[src/hw/rtl/rgbbf_pkg.sv]
// shared types, register codes and the factor selector of the blend unit
// no dependencies
`default_nettype none

package rgbbf_pkg;

    localparam int unsigned CFG_IDX_W  = 8;
    localparam int unsigned CFG_DATA_W = 32;

    // register indexes
    localparam logic [CFG_IDX_W-1:0] REG_ALPHA_SOURCE = 8'd0;
    localparam logic [CFG_IDX_W-1:0] REG_ALPHA_SHIFT  = 8'd1;
    localparam logic [CFG_IDX_W-1:0] REG_ALPHA_MASK   = 8'd2;
    localparam logic [CFG_IDX_W-1:0] REG_TINT_ALPHA   = 8'd3;
    localparam logic [CFG_IDX_W-1:0] REG_TINT_RGB     = 8'd4;
    localparam logic [CFG_IDX_W-1:0] REG_SRC_FACTOR   = 8'd5;
    localparam logic [CFG_IDX_W-1:0] REG_DST_FACTOR   = 8'd6;
    localparam logic [CFG_IDX_W-1:0] REG_BLEND_OP     = 8'd7;

    // alpha source codes
    localparam logic [1:0] ASRC_FIELD = 2'd0;
    localparam logic [1:0] ASRC_GRAY  = 2'd1;
    localparam logic [1:0] ASRC_CONST = 2'd2;

    // factor codes
    localparam logic [3:0] FACTOR_ZERO          = 4'd0;
    localparam logic [3:0] FACTOR_ONE           = 4'd1;
    localparam logic [3:0] FACTOR_SRC_ALPHA     = 4'd2;
    localparam logic [3:0] FACTOR_INV_SRC_ALPHA = 4'd3;
    localparam logic [3:0] FACTOR_DST_ALPHA     = 4'd4;
    localparam logic [3:0] FACTOR_INV_DST_ALPHA = 4'd5;
    localparam logic [3:0] FACTOR_SRC_COLOR     = 4'd6;
    localparam logic [3:0] FACTOR_DST_COLOR     = 4'd7;
    localparam logic [3:0] FACTOR_INV_SRC_COLOR = 4'd8;
    localparam logic [3:0] FACTOR_INV_DST_COLOR = 4'd9;

    // blend operation codes
    localparam logic [1:0] OP_ADD     = 2'd0;
    localparam logic [1:0] OP_SUB     = 2'd1;
    localparam logic [1:0] OP_REV_SUB = 2'd2;
    localparam logic [1:0] OP_KEEP    = 2'd3;

    localparam logic [7:0] FULL = 8'd255;

    typedef struct packed {
        logic [3:0] src_factor;
        logic [3:0] dst_factor;
        logic [1:0] blend_op;
        logic       tint_on;
    } t_mix_cfg;

    typedef struct packed {
        logic en2;
        logic en3;
        logic en4;
    } t_stage_en;

    typedef struct packed {
        logic zero;
        logic opaque;
    } t_pix_sel;

    function automatic logic [7:0] pick_factor(input logic [3:0] code, input logic [7:0] a,
                                               input logic [7:0] s, input logic [7:0] d);
        logic [7:0] f;
        unique case (code)
            FACTOR_ZERO:          f = 8'd0;
            FACTOR_ONE:           f = FULL;
            FACTOR_SRC_ALPHA:     f = a;
            FACTOR_INV_SRC_ALPHA: f = FULL - a;
            FACTOR_DST_ALPHA:     f = FULL;
            FACTOR_INV_DST_ALPHA: f = 8'd0;
            FACTOR_SRC_COLOR:     f = s;
            FACTOR_DST_COLOR:     f = d;
            FACTOR_INV_SRC_COLOR: f = FULL - s;
            FACTOR_INV_DST_COLOR: f = FULL - d;
            default:              f = FULL;
        endcase
        return f;
    endfunction

endpackage

`default_nettype wire

[src/hw/rtl/rgb24_blend_factor_unit.sv]
// top level of the rgb24 blend unit: configuration registers, alpha path, pipeline control
// depends on rgbbf_pkg and rgbbf_lane
//
// Takes one pixel per clock unless the output stalls, and returns one result per pixel.
// Stage one extracts alpha from the source word, stage two applies the tint
// multipliers, stage three forms the source and destination factor products (one 8x8
// multiply per product and channel), stage four combines them into the output register.
// Each stage holds its own valid bit and stalls only when the stage after it is full, so a
// stalled output does not stop the pipeline from filling. Configuration writes are always
// taken and should only be made while no pixel is in flight.
`default_nettype none

module rgb24_blend_factor_unit (
    input  wire logic        i_clk,
    input  wire logic        i_rst_n,
    // pixel input
    input  wire logic        i_s_axis_tvalid,
    output logic             o_s_axis_tready,
    // source_word, src_red, src_green, src_blue, dst_red, dst_green, dst_blue
    input  wire logic [79:0] i_s_axis_tdata,
    input  wire logic        i_s_axis_tlast,
    // pixel output
    output logic             o_m_axis_tvalid,
    input  wire logic        i_m_axis_tready,
    // out_red, out_green, out_blue
    output logic [23:0]      o_m_axis_tdata,
    // was_written
    output logic             o_m_axis_tuser,
    output logic             o_m_axis_tlast,
    // configuration writes
    input  wire logic                            i_cfg_valid,
    output logic                                 o_cfg_ready,
    input  wire logic [rgbbf_pkg::CFG_IDX_W-1:0]  i_cfg_index,
    input  wire logic [rgbbf_pkg::CFG_DATA_W-1:0] i_cfg_data
);

    logic [1:0]  r_alpha_source;
    logic [4:0]  r_alpha_shift;
    logic [7:0]  r_alpha_mask;
    logic [7:0]  r_tint_alpha;
    logic [23:0] r_tint_rgb;
    logic [3:0]  r_src_factor;
    logic [3:0]  r_dst_factor;
    logic [1:0]  r_blend_op;

    logic r_v1, r_v2, r_v3, r_v4;
    logic w_en1;
    rgbbf_pkg::t_stage_en w_en;
    rgbbf_pkg::t_mix_cfg  w_cfg;
    rgbbf_pkg::t_pix_sel  w_sel;

    logic [31:0] w_word;
    logic [31:0] w_shifted;
    logic [7:0]  n_a1;
    logic [15:0] w_alpha_prod;

    logic [7:0]  r_a1;
    logic [7:0]  r_src1 [3];
    logic [7:0]  r_dst1 [3];
    logic        r_last1;
    logic [7:0]  r_a2;
    logic        r_zero2;
    logic        r_last2;
    logic        r_zero3;
    logic        r_opaque3;
    logic        r_last3;
    logic        r_wr4;
    logic        r_last4;
    logic [7:0]  w_chan [3];

    // configuration
    assign o_cfg_ready = 1'b1;

    always_ff @(posedge i_clk) begin
        if (!i_rst_n) begin
            r_alpha_source <= rgbbf_pkg::ASRC_FIELD;
            r_alpha_shift  <= 5'd24;
            r_alpha_mask   <= 8'd255;
            r_tint_alpha   <= 8'd0;
            r_tint_rgb     <= 24'hFFFFFF;
            r_src_factor   <= rgbbf_pkg::FACTOR_SRC_ALPHA;
            r_dst_factor   <= rgbbf_pkg::FACTOR_INV_SRC_ALPHA;
            r_blend_op     <= rgbbf_pkg::OP_ADD;
        end else if (i_cfg_valid) begin
            unique case (i_cfg_index)
                rgbbf_pkg::REG_ALPHA_SOURCE: r_alpha_source <= i_cfg_data[1:0];
                rgbbf_pkg::REG_ALPHA_SHIFT:  r_alpha_shift  <= i_cfg_data[4:0];
                rgbbf_pkg::REG_ALPHA_MASK:   r_alpha_mask   <= i_cfg_data[7:0];
                rgbbf_pkg::REG_TINT_ALPHA:   r_tint_alpha   <= i_cfg_data[7:0];
                rgbbf_pkg::REG_TINT_RGB:     r_tint_rgb     <= i_cfg_data[23:0];
                rgbbf_pkg::REG_SRC_FACTOR:   r_src_factor   <= i_cfg_data[3:0];
                rgbbf_pkg::REG_DST_FACTOR:   r_dst_factor   <= i_cfg_data[3:0];
                rgbbf_pkg::REG_BLEND_OP:     r_blend_op     <= i_cfg_data[1:0];
                default: ;
            endcase
        end
    end

    assign w_cfg.src_factor = r_src_factor;
    assign w_cfg.dst_factor = r_dst_factor;
    assign w_cfg.blend_op   = r_blend_op;
    assign w_cfg.tint_on    = (r_tint_alpha != 8'd0);

    // stage handshake
    assign w_en.en4 = !r_v4 || i_m_axis_tready;
    assign w_en.en3 = !r_v3 || w_en.en4;
    assign w_en.en2 = !r_v2 || w_en.en3;
    assign w_en1    = !r_v1 || w_en.en2;
    assign o_s_axis_tready = w_en1;

    always_ff @(posedge i_clk) begin
        if (!i_rst_n) begin
            r_v1 <= 1'b0;
            r_v2 <= 1'b0;
            r_v3 <= 1'b0;
            r_v4 <= 1'b0;
        end else begin
            if (w_en1)    r_v1 <= i_s_axis_tvalid;
            if (w_en.en2) r_v2 <= r_v1;
            if (w_en.en3) r_v3 <= r_v2;
            if (w_en.en4) r_v4 <= r_v3;
        end
    end

    // stage 1: alpha extraction
    assign w_word    = i_s_axis_tdata[31:0];
    assign w_shifted = w_word >> r_alpha_shift;

    always_comb begin
        unique case (r_alpha_source)
            rgbbf_pkg::ASRC_GRAY:  n_a1 = (w_word[7:0] != 8'd0) ? rgbbf_pkg::FULL : 8'd0;
            rgbbf_pkg::ASRC_CONST: n_a1 = rgbbf_pkg::FULL;
            default:               n_a1 = w_shifted[7:0] & r_alpha_mask;
        endcase
    end

    always_ff @(posedge i_clk) begin
        if (w_en1) begin
            r_a1      <= n_a1;
            r_src1[0] <= i_s_axis_tdata[39:32];
            r_src1[1] <= i_s_axis_tdata[47:40];
            r_src1[2] <= i_s_axis_tdata[55:48];
            r_dst1[0] <= i_s_axis_tdata[63:56];
            r_dst1[1] <= i_s_axis_tdata[71:64];
            r_dst1[2] <= i_s_axis_tdata[79:72];
            r_last1   <= i_s_axis_tlast;
        end
    end

    // stage 2: alpha tint
    assign w_alpha_prod = r_a1 * r_tint_alpha;

    always_ff @(posedge i_clk) begin
        if (w_en.en2) begin
            r_a2    <= w_cfg.tint_on ? w_alpha_prod[15:8] : r_a1;
            r_zero2 <= (r_a1 == 8'd0);
            r_last2 <= r_last1;
        end
    end

    // stage 3: pixel flags
    always_ff @(posedge i_clk) begin
        if (w_en.en3) begin
            r_zero3   <= r_zero2;
            r_opaque3 <= (r_a2 == rgbbf_pkg::FULL);
            r_last3   <= r_last2;
        end
    end

    assign w_sel.zero   = r_zero3;
    assign w_sel.opaque = r_opaque3;

    // stage 4: result flags
    always_ff @(posedge i_clk) begin
        if (w_en.en4) begin
            r_wr4   <= !r_zero3;
            r_last4 <= r_last3;
        end
    end

    for (genvar g = 0; g < 3; g++) begin : g_lane
        rgbbf_lane u_lane (
            .i_clk   (i_clk),
            .i_en    (w_en),
            .i_cfg   (w_cfg),
            .i_tint  (r_tint_rgb[23-8*g -: 8]),
            .i_src   (r_src1[g]),
            .i_dst   (r_dst1[g]),
            .i_alpha (r_a2),
            .i_sel   (w_sel),
            .o_chan  (w_chan[g])
        );
    end

    assign o_m_axis_tvalid = r_v4;
    assign o_m_axis_tdata  = {w_chan[2], w_chan[1], w_chan[0]};
    assign o_m_axis_tuser  = r_wr4;
    assign o_m_axis_tlast  = r_last4;

endmodule

`default_nettype wire

[src/hw/rtl/rgbbf_lane.sv]
// one color channel of the blend pipeline: tint, factor products, combine
// depends on rgbbf_pkg; stage enables and pixel flags come from the top level
`default_nettype none

module rgbbf_lane (
    input  wire logic                i_clk,
    input  wire rgbbf_pkg::t_stage_en i_en,
    input  wire rgbbf_pkg::t_mix_cfg  i_cfg,
    input  wire logic [7:0]          i_tint,
    input  wire logic [7:0]          i_src,
    input  wire logic [7:0]          i_dst,
    input  wire logic [7:0]          i_alpha,
    input  wire rgbbf_pkg::t_pix_sel  i_sel,
    output logic [7:0]               o_chan
);

    logic [15:0] w_tint_prod;
    logic [7:0]  w_fs;
    logic [7:0]  w_fd;
    logic [16:0] w_sum;
    logic [15:0] w_diff_sd;
    logic [15:0] w_diff_ds;
    logic [7:0]  w_mix;
    logic [7:0]  n_chan;

    logic [7:0]  r_s2;
    logic [7:0]  r_d2;
    logic [15:0] r_ps;
    logic [15:0] r_pd;
    logic [7:0]  r_s3;
    logic [7:0]  r_d3;
    logic [7:0]  r_chan;

    assign w_tint_prod = i_src * i_tint;

    always_ff @(posedge i_clk) begin
        if (i_en.en2) begin
            r_s2 <= i_cfg.tint_on ? w_tint_prod[15:8] : i_src;
            r_d2 <= i_dst;
        end
    end

    assign w_fs = rgbbf_pkg::pick_factor(i_cfg.src_factor, i_alpha, r_s2, r_d2);
    assign w_fd = rgbbf_pkg::pick_factor(i_cfg.dst_factor, i_alpha, r_s2, r_d2);

    always_ff @(posedge i_clk) begin
        if (i_en.en3) begin
            r_ps <= r_s2 * w_fs;
            r_pd <= r_d2 * w_fd;
            r_s3 <= r_s2;
            r_d3 <= r_d2;
        end
    end

    assign w_sum     = {1'b0, r_ps} + {1'b0, r_pd};
    assign w_diff_sd = r_ps - r_pd;
    assign w_diff_ds = r_pd - r_ps;

    always_comb begin
        unique case (i_cfg.blend_op)
            rgbbf_pkg::OP_ADD:     w_mix = w_sum[15:8];
            rgbbf_pkg::OP_SUB:     w_mix = (r_ps < r_pd) ? 8'd0 : w_diff_sd[15:8];
            rgbbf_pkg::OP_REV_SUB: w_mix = (r_pd < r_ps) ? 8'd0 : w_diff_ds[15:8];
            rgbbf_pkg::OP_KEEP:    w_mix = r_d3;
        endcase
    end

    always_comb begin
        priority if (i_sel.zero) begin
            n_chan = r_d3;
        end else if (i_sel.opaque) begin
            n_chan = r_s3;
        end else begin
            n_chan = w_mix;
        end
    end

    always_ff @(posedge i_clk) begin
        if (i_en.en4) begin
            r_chan <= n_chan;
        end
    end

    assign o_chan = r_chan;

endmodule

`default_nettype wire
[config.mk]
export PLATFORM = sky130hd
export DESIGN_NAME = rgb24_blend_factor_unit
export DESIGN_NICKNAME = d
export VERILOG_FILES = /design/src/hw/rtl/rgbbf_pkg.sv /design/src/hw/rtl/rgb24_blend_factor_unit.sv /design/src/hw/rtl/rgbbf_lane.sv
export SDC_FILE = /design/constraint.sdc
export NUM_CORES = 2
export LEC_CHECK = 0
export CELL_PAD_IN_SITES_DETAIL_PLACEMENT = 1
export CELL_PAD_IN_SITES_GLOBAL_PLACEMENT = 1
export CORE_UTILIZATION = 32
export DETAILED_ROUTE_END_ITERATION = 6
export DONT_BUFFER_PORTS = 1
export PLACE_DENSITY_LB_ADDON = 0.1
export RECOVER_POWER = 50
export SYNTH_ARGS = -nofsm -noshare
export SYNTH_HDL_FRONTEND = slang
export SYNTH_SLANG_ARGS = --single-unit
[constraint.sdc]
create_clock -name i_clk -period 8.3 [get_ports i_clk]
set_input_delay 0 -clock i_clk [delete_from_list [all_inputs] [get_ports i_clk]]
set_output_delay 0 -clock i_clk [all_outputs]
set_load 0.01 [all_outputs]
==> reports/qor.csv <==
metric,value,unit
Static Leak,20.2,nW
Setup CP Type,flop to flop,
maximum vdd drop,0.172,mV
multiplexer area fraction after synthesis,5.06,%
P&R area growth vs syn,12.3,%
xor and xnor area share after synthesis,2.70,%
Starting DRT DRC Count,1269,
"Avg Cell Area, Syn",9.66,um2
Synth Area in Compound Gates,10.4,%
Worst Path Required,8.66,ns
top_reg_cell synth,edfxtp_1,
Die Ht,352,um
Synth top cells by count,"582 x inv_1, 482 x ha_1, 374 x nor2b_1",
CTS Hold Bufs,151,
top-area cell type share of the netlist area,22.1,%
largest family of logic cells by synthesized area,adder cells,
Fill cells,13800,
io pins,155,
Num CTS Buffers,48,
Die Area,0.124,mm2
Hold/Removal Path Class,input port to flop,
Cells after Synth,4056,
clock transition at the registers of the reported paths,0.06,ns
status,finished with violations,
Routability Congestion,0.812,
worst-margin pin slew,4.19,ns
pwr dens,273,mW/mm2
antenna violations before repair,17,
initial core utilization,32.2,%
CTS Buffer Depth,3,
count of different cell masters after synthesis,86,
Synth area leader,edfxtp_1,
cts repair resizes,0,
"Setup violations, final",0,
placeable core area,0.122,mm2
Final min period,6.83,ns
Max Fclk,146,MHz
routed len/inst,19.8,um
Final Util,36.2,%
Synth Area in Adders,33.6,%
Die Span X,352,um
post-CTS setup buffers,0,
DRC errors left,0,
violated checks,"max-capacitance violations, max-slew violations",
sequential cell area fraction in the yosys report,25.2,%
Worst-Skew Late Latency,0.64,ns
reg2reg path depth,22,
number of global-route vias before repair,30600,
Synth area leaders,"edfxtp_1 22%, fa_1 18%, ha_1 15%, nor2b_1 6.0%, inv_1 5.6%",
"Hold Violations, Final",0,
largest net degree at the start of global routing,66,
DP HPWL,89.1,mm
max_cap viols,4,
Mapped Nets,5020,
final net count,5090,
post-route cell area,0.0440,mm2
CP Capture Type,flop,
Worst setup SP type,flop,
most frequent cell after synthesis,inv_1,
CTS H-tree lvls,2,
period utilisation layout,82.2,%
RSZ-0062 raised after global routing,false,
via count,28300,
worst-path fanout max,13,
clk root buf,clkbuf_16,
number of synthesized flops with an enable pin,288,
Detailed Route WL,115,mm
first-pass GRT wire length,181,mm
Placement Cell Area,0.0409,mm2
slew margin rel.,-179,%
Mapped Area,0.0392,mm2
drt first pass iters,5,
num rows,128,
# port buffers,0,
asr flop ratio synth,0,%
Synth Area in Simple Gates,15.7,%
Hold Path Depth,3,
Antenna Violating Nets Remaining,0,
final slew viol count,139,
flop and latch count out of synthesis,349,
grt total ovfl,0,
layout cell share with drive strength beyond 1,4.42,%
routed via count divided by cell count,4.88,
Sum Neg Setup Slack,0,ns
CTS sink cnt,349,
clk_skew,0.0527,ns
CTS tree,done,
"Arr. time, crit path",7.19,ns
Tot GR Track Use,18.6,%
synth warn,0,
stage by stage:
step | total power, mW | setup WS [ns] | instances | hold WS, ns
floorplan | 8.00 | 2.33 | 4056 | 0.0989
global placement | 9.82 | 1.39 | 5550 | 0.0799
detailed placement | 9.87 | 1.36 | 5550 | 0.0829
CTS | 12.2 | 1.38 | 5790 | 0.00283
global route | 13.2 | 1.02 | 5794 | 0.0415
finish | 12.0 | 1.47 | 5800 | 0.0527
cell families (layout without fill, tap and decap cells):
group | Yosys count | count (layout)
AOI/OAI and AO/OA | 621 | 621
xor gates and xnor gates | 121 | 121
adders and majority gates | 838 | 838
buffers and inverters | 759 | 868
DFF | 349 | 349
muxes | 173 | 173
other | 1 | 11
and+or+nand+nor | 1194 | 1194
worst max-delay path: stages (launching register included):
cell      delay, ns
dfxtp_1        0.43
nor2_1         0.50
nor2b_1        0.11
a21oi_1        0.44
o21ai_0        0.49
nor2_1         0.56
nor2b_1        0.14
fa_1           0.52
inv_1          0.05
fa_1           0.53
inv_1          0.05
fa_1           0.47
inv_1          0.05
fa_1           0.47
inv_1          0.04
ha_1           0.30
a21boi_0       0.16
o21a_1         0.20
nor2_1         0.15
o21bai_1       0.10
a41oi_1        0.27
a21oi_1        0.12
xnor2_1        0.43
state kept, by name, summed over array words and instances, names as in the netlist, 2 cells and up:
signal,count
r_blend_op,2
r_tint_rgb,24
r_src_factor,4
r_src1,24
r_alpha_mask,8
g_lane.u_lane.o_chan,24
g_lane.u_lane.r_d3,24
r_alpha_shift,5
g_lane.u_lane.r_ps,48
r_a1,8
r_dst_factor,4
g_lane.u_lane.r_s3,24
r_tint_alpha,8
g_lane.u_lane.r_d2,24
r_alpha_source,2
g_lane.u_lane.r_pd,48
r_dst1,24
r_a2,8
g_lane.u_lane.r_s2,24
metal layers:
layer	vias to the layer above	track usage, %	share of wire, %
li1	13700	-	-
met1	14100	27.1	51
met2	412	29.2	43
met3	113	2.26	3.8
met4	4	3.86	1.8
met5	-	0	0.022
final timing paths:
kind,start,to,slack [ns]
worst max register to register,r_src_factor[1]$_SDFFE_PN1P_,g_lane[0].u_lane.r_ps[15]$_DFFE_PP_,1.47
worst min-delay path,i_cfg_data[12],r_tint_rgb[12]$_SDFFE_PN1P_,0.05
worst min register to register,r_last3$_DFFE_PP_,o_m_axis_tlast$_DFFE_PP_,0.41
worst max-delay path,r_src_factor[1]$_SDFFE_PN1P_,g_lane[0].u_lane.r_ps[15]$_DFFE_PP_,1.47
cell type report:
cell class	instances	area, um2	share of cell area (%)
Multi-Input combinational cell	2948	26500	60.1
Timing Repair Buffer	193	1800	4.08
Tap cell	1625	2030	4.62
Clock buffer	56	1250	2.85
Sequential cell	349	9870	22.4
Inverter	586	2200	5.00
Antenna cell	10	25.0	0.0568
Clock inverter	33	384	0.873
cells in the final DEF (no fill, tap or decap), types with 15 or more instances in the layout:
cell type and n:
xor2_1 41, ha_1 482, a22oi_1 27, fa_1 356, xnor2_1 80, o21bai_1 16
nor2b_1 374, clkbuf_16 49, o22ai_1 24, a21oi_1 163, and2_1 127, nor2_1 210
o31ai_1 15, a21o_1 45, o21ai_0 134, nand2_1 289, buf_4 29, dfxtp_1 59
dlygate4sd3_1 150, nand2b_1 29, mux2i_1 143, inv_1 582, nand3_1 54, o21a_1 28
clkbuf_1 20, nor3_1 32, or2_2 16, a221oi_1 18, edfxtp_1 288, mux4_2 19
power by group:
part | switching, mW | internal, mW | total (mW)
registers | 0.409 | 2.46 | 2.86
clock network | 0.904 | 1.28 | 2.19
logic | 3.94 | 3.02 | 6.97
No activity file was read; power rests on OpenSTA's default activity.
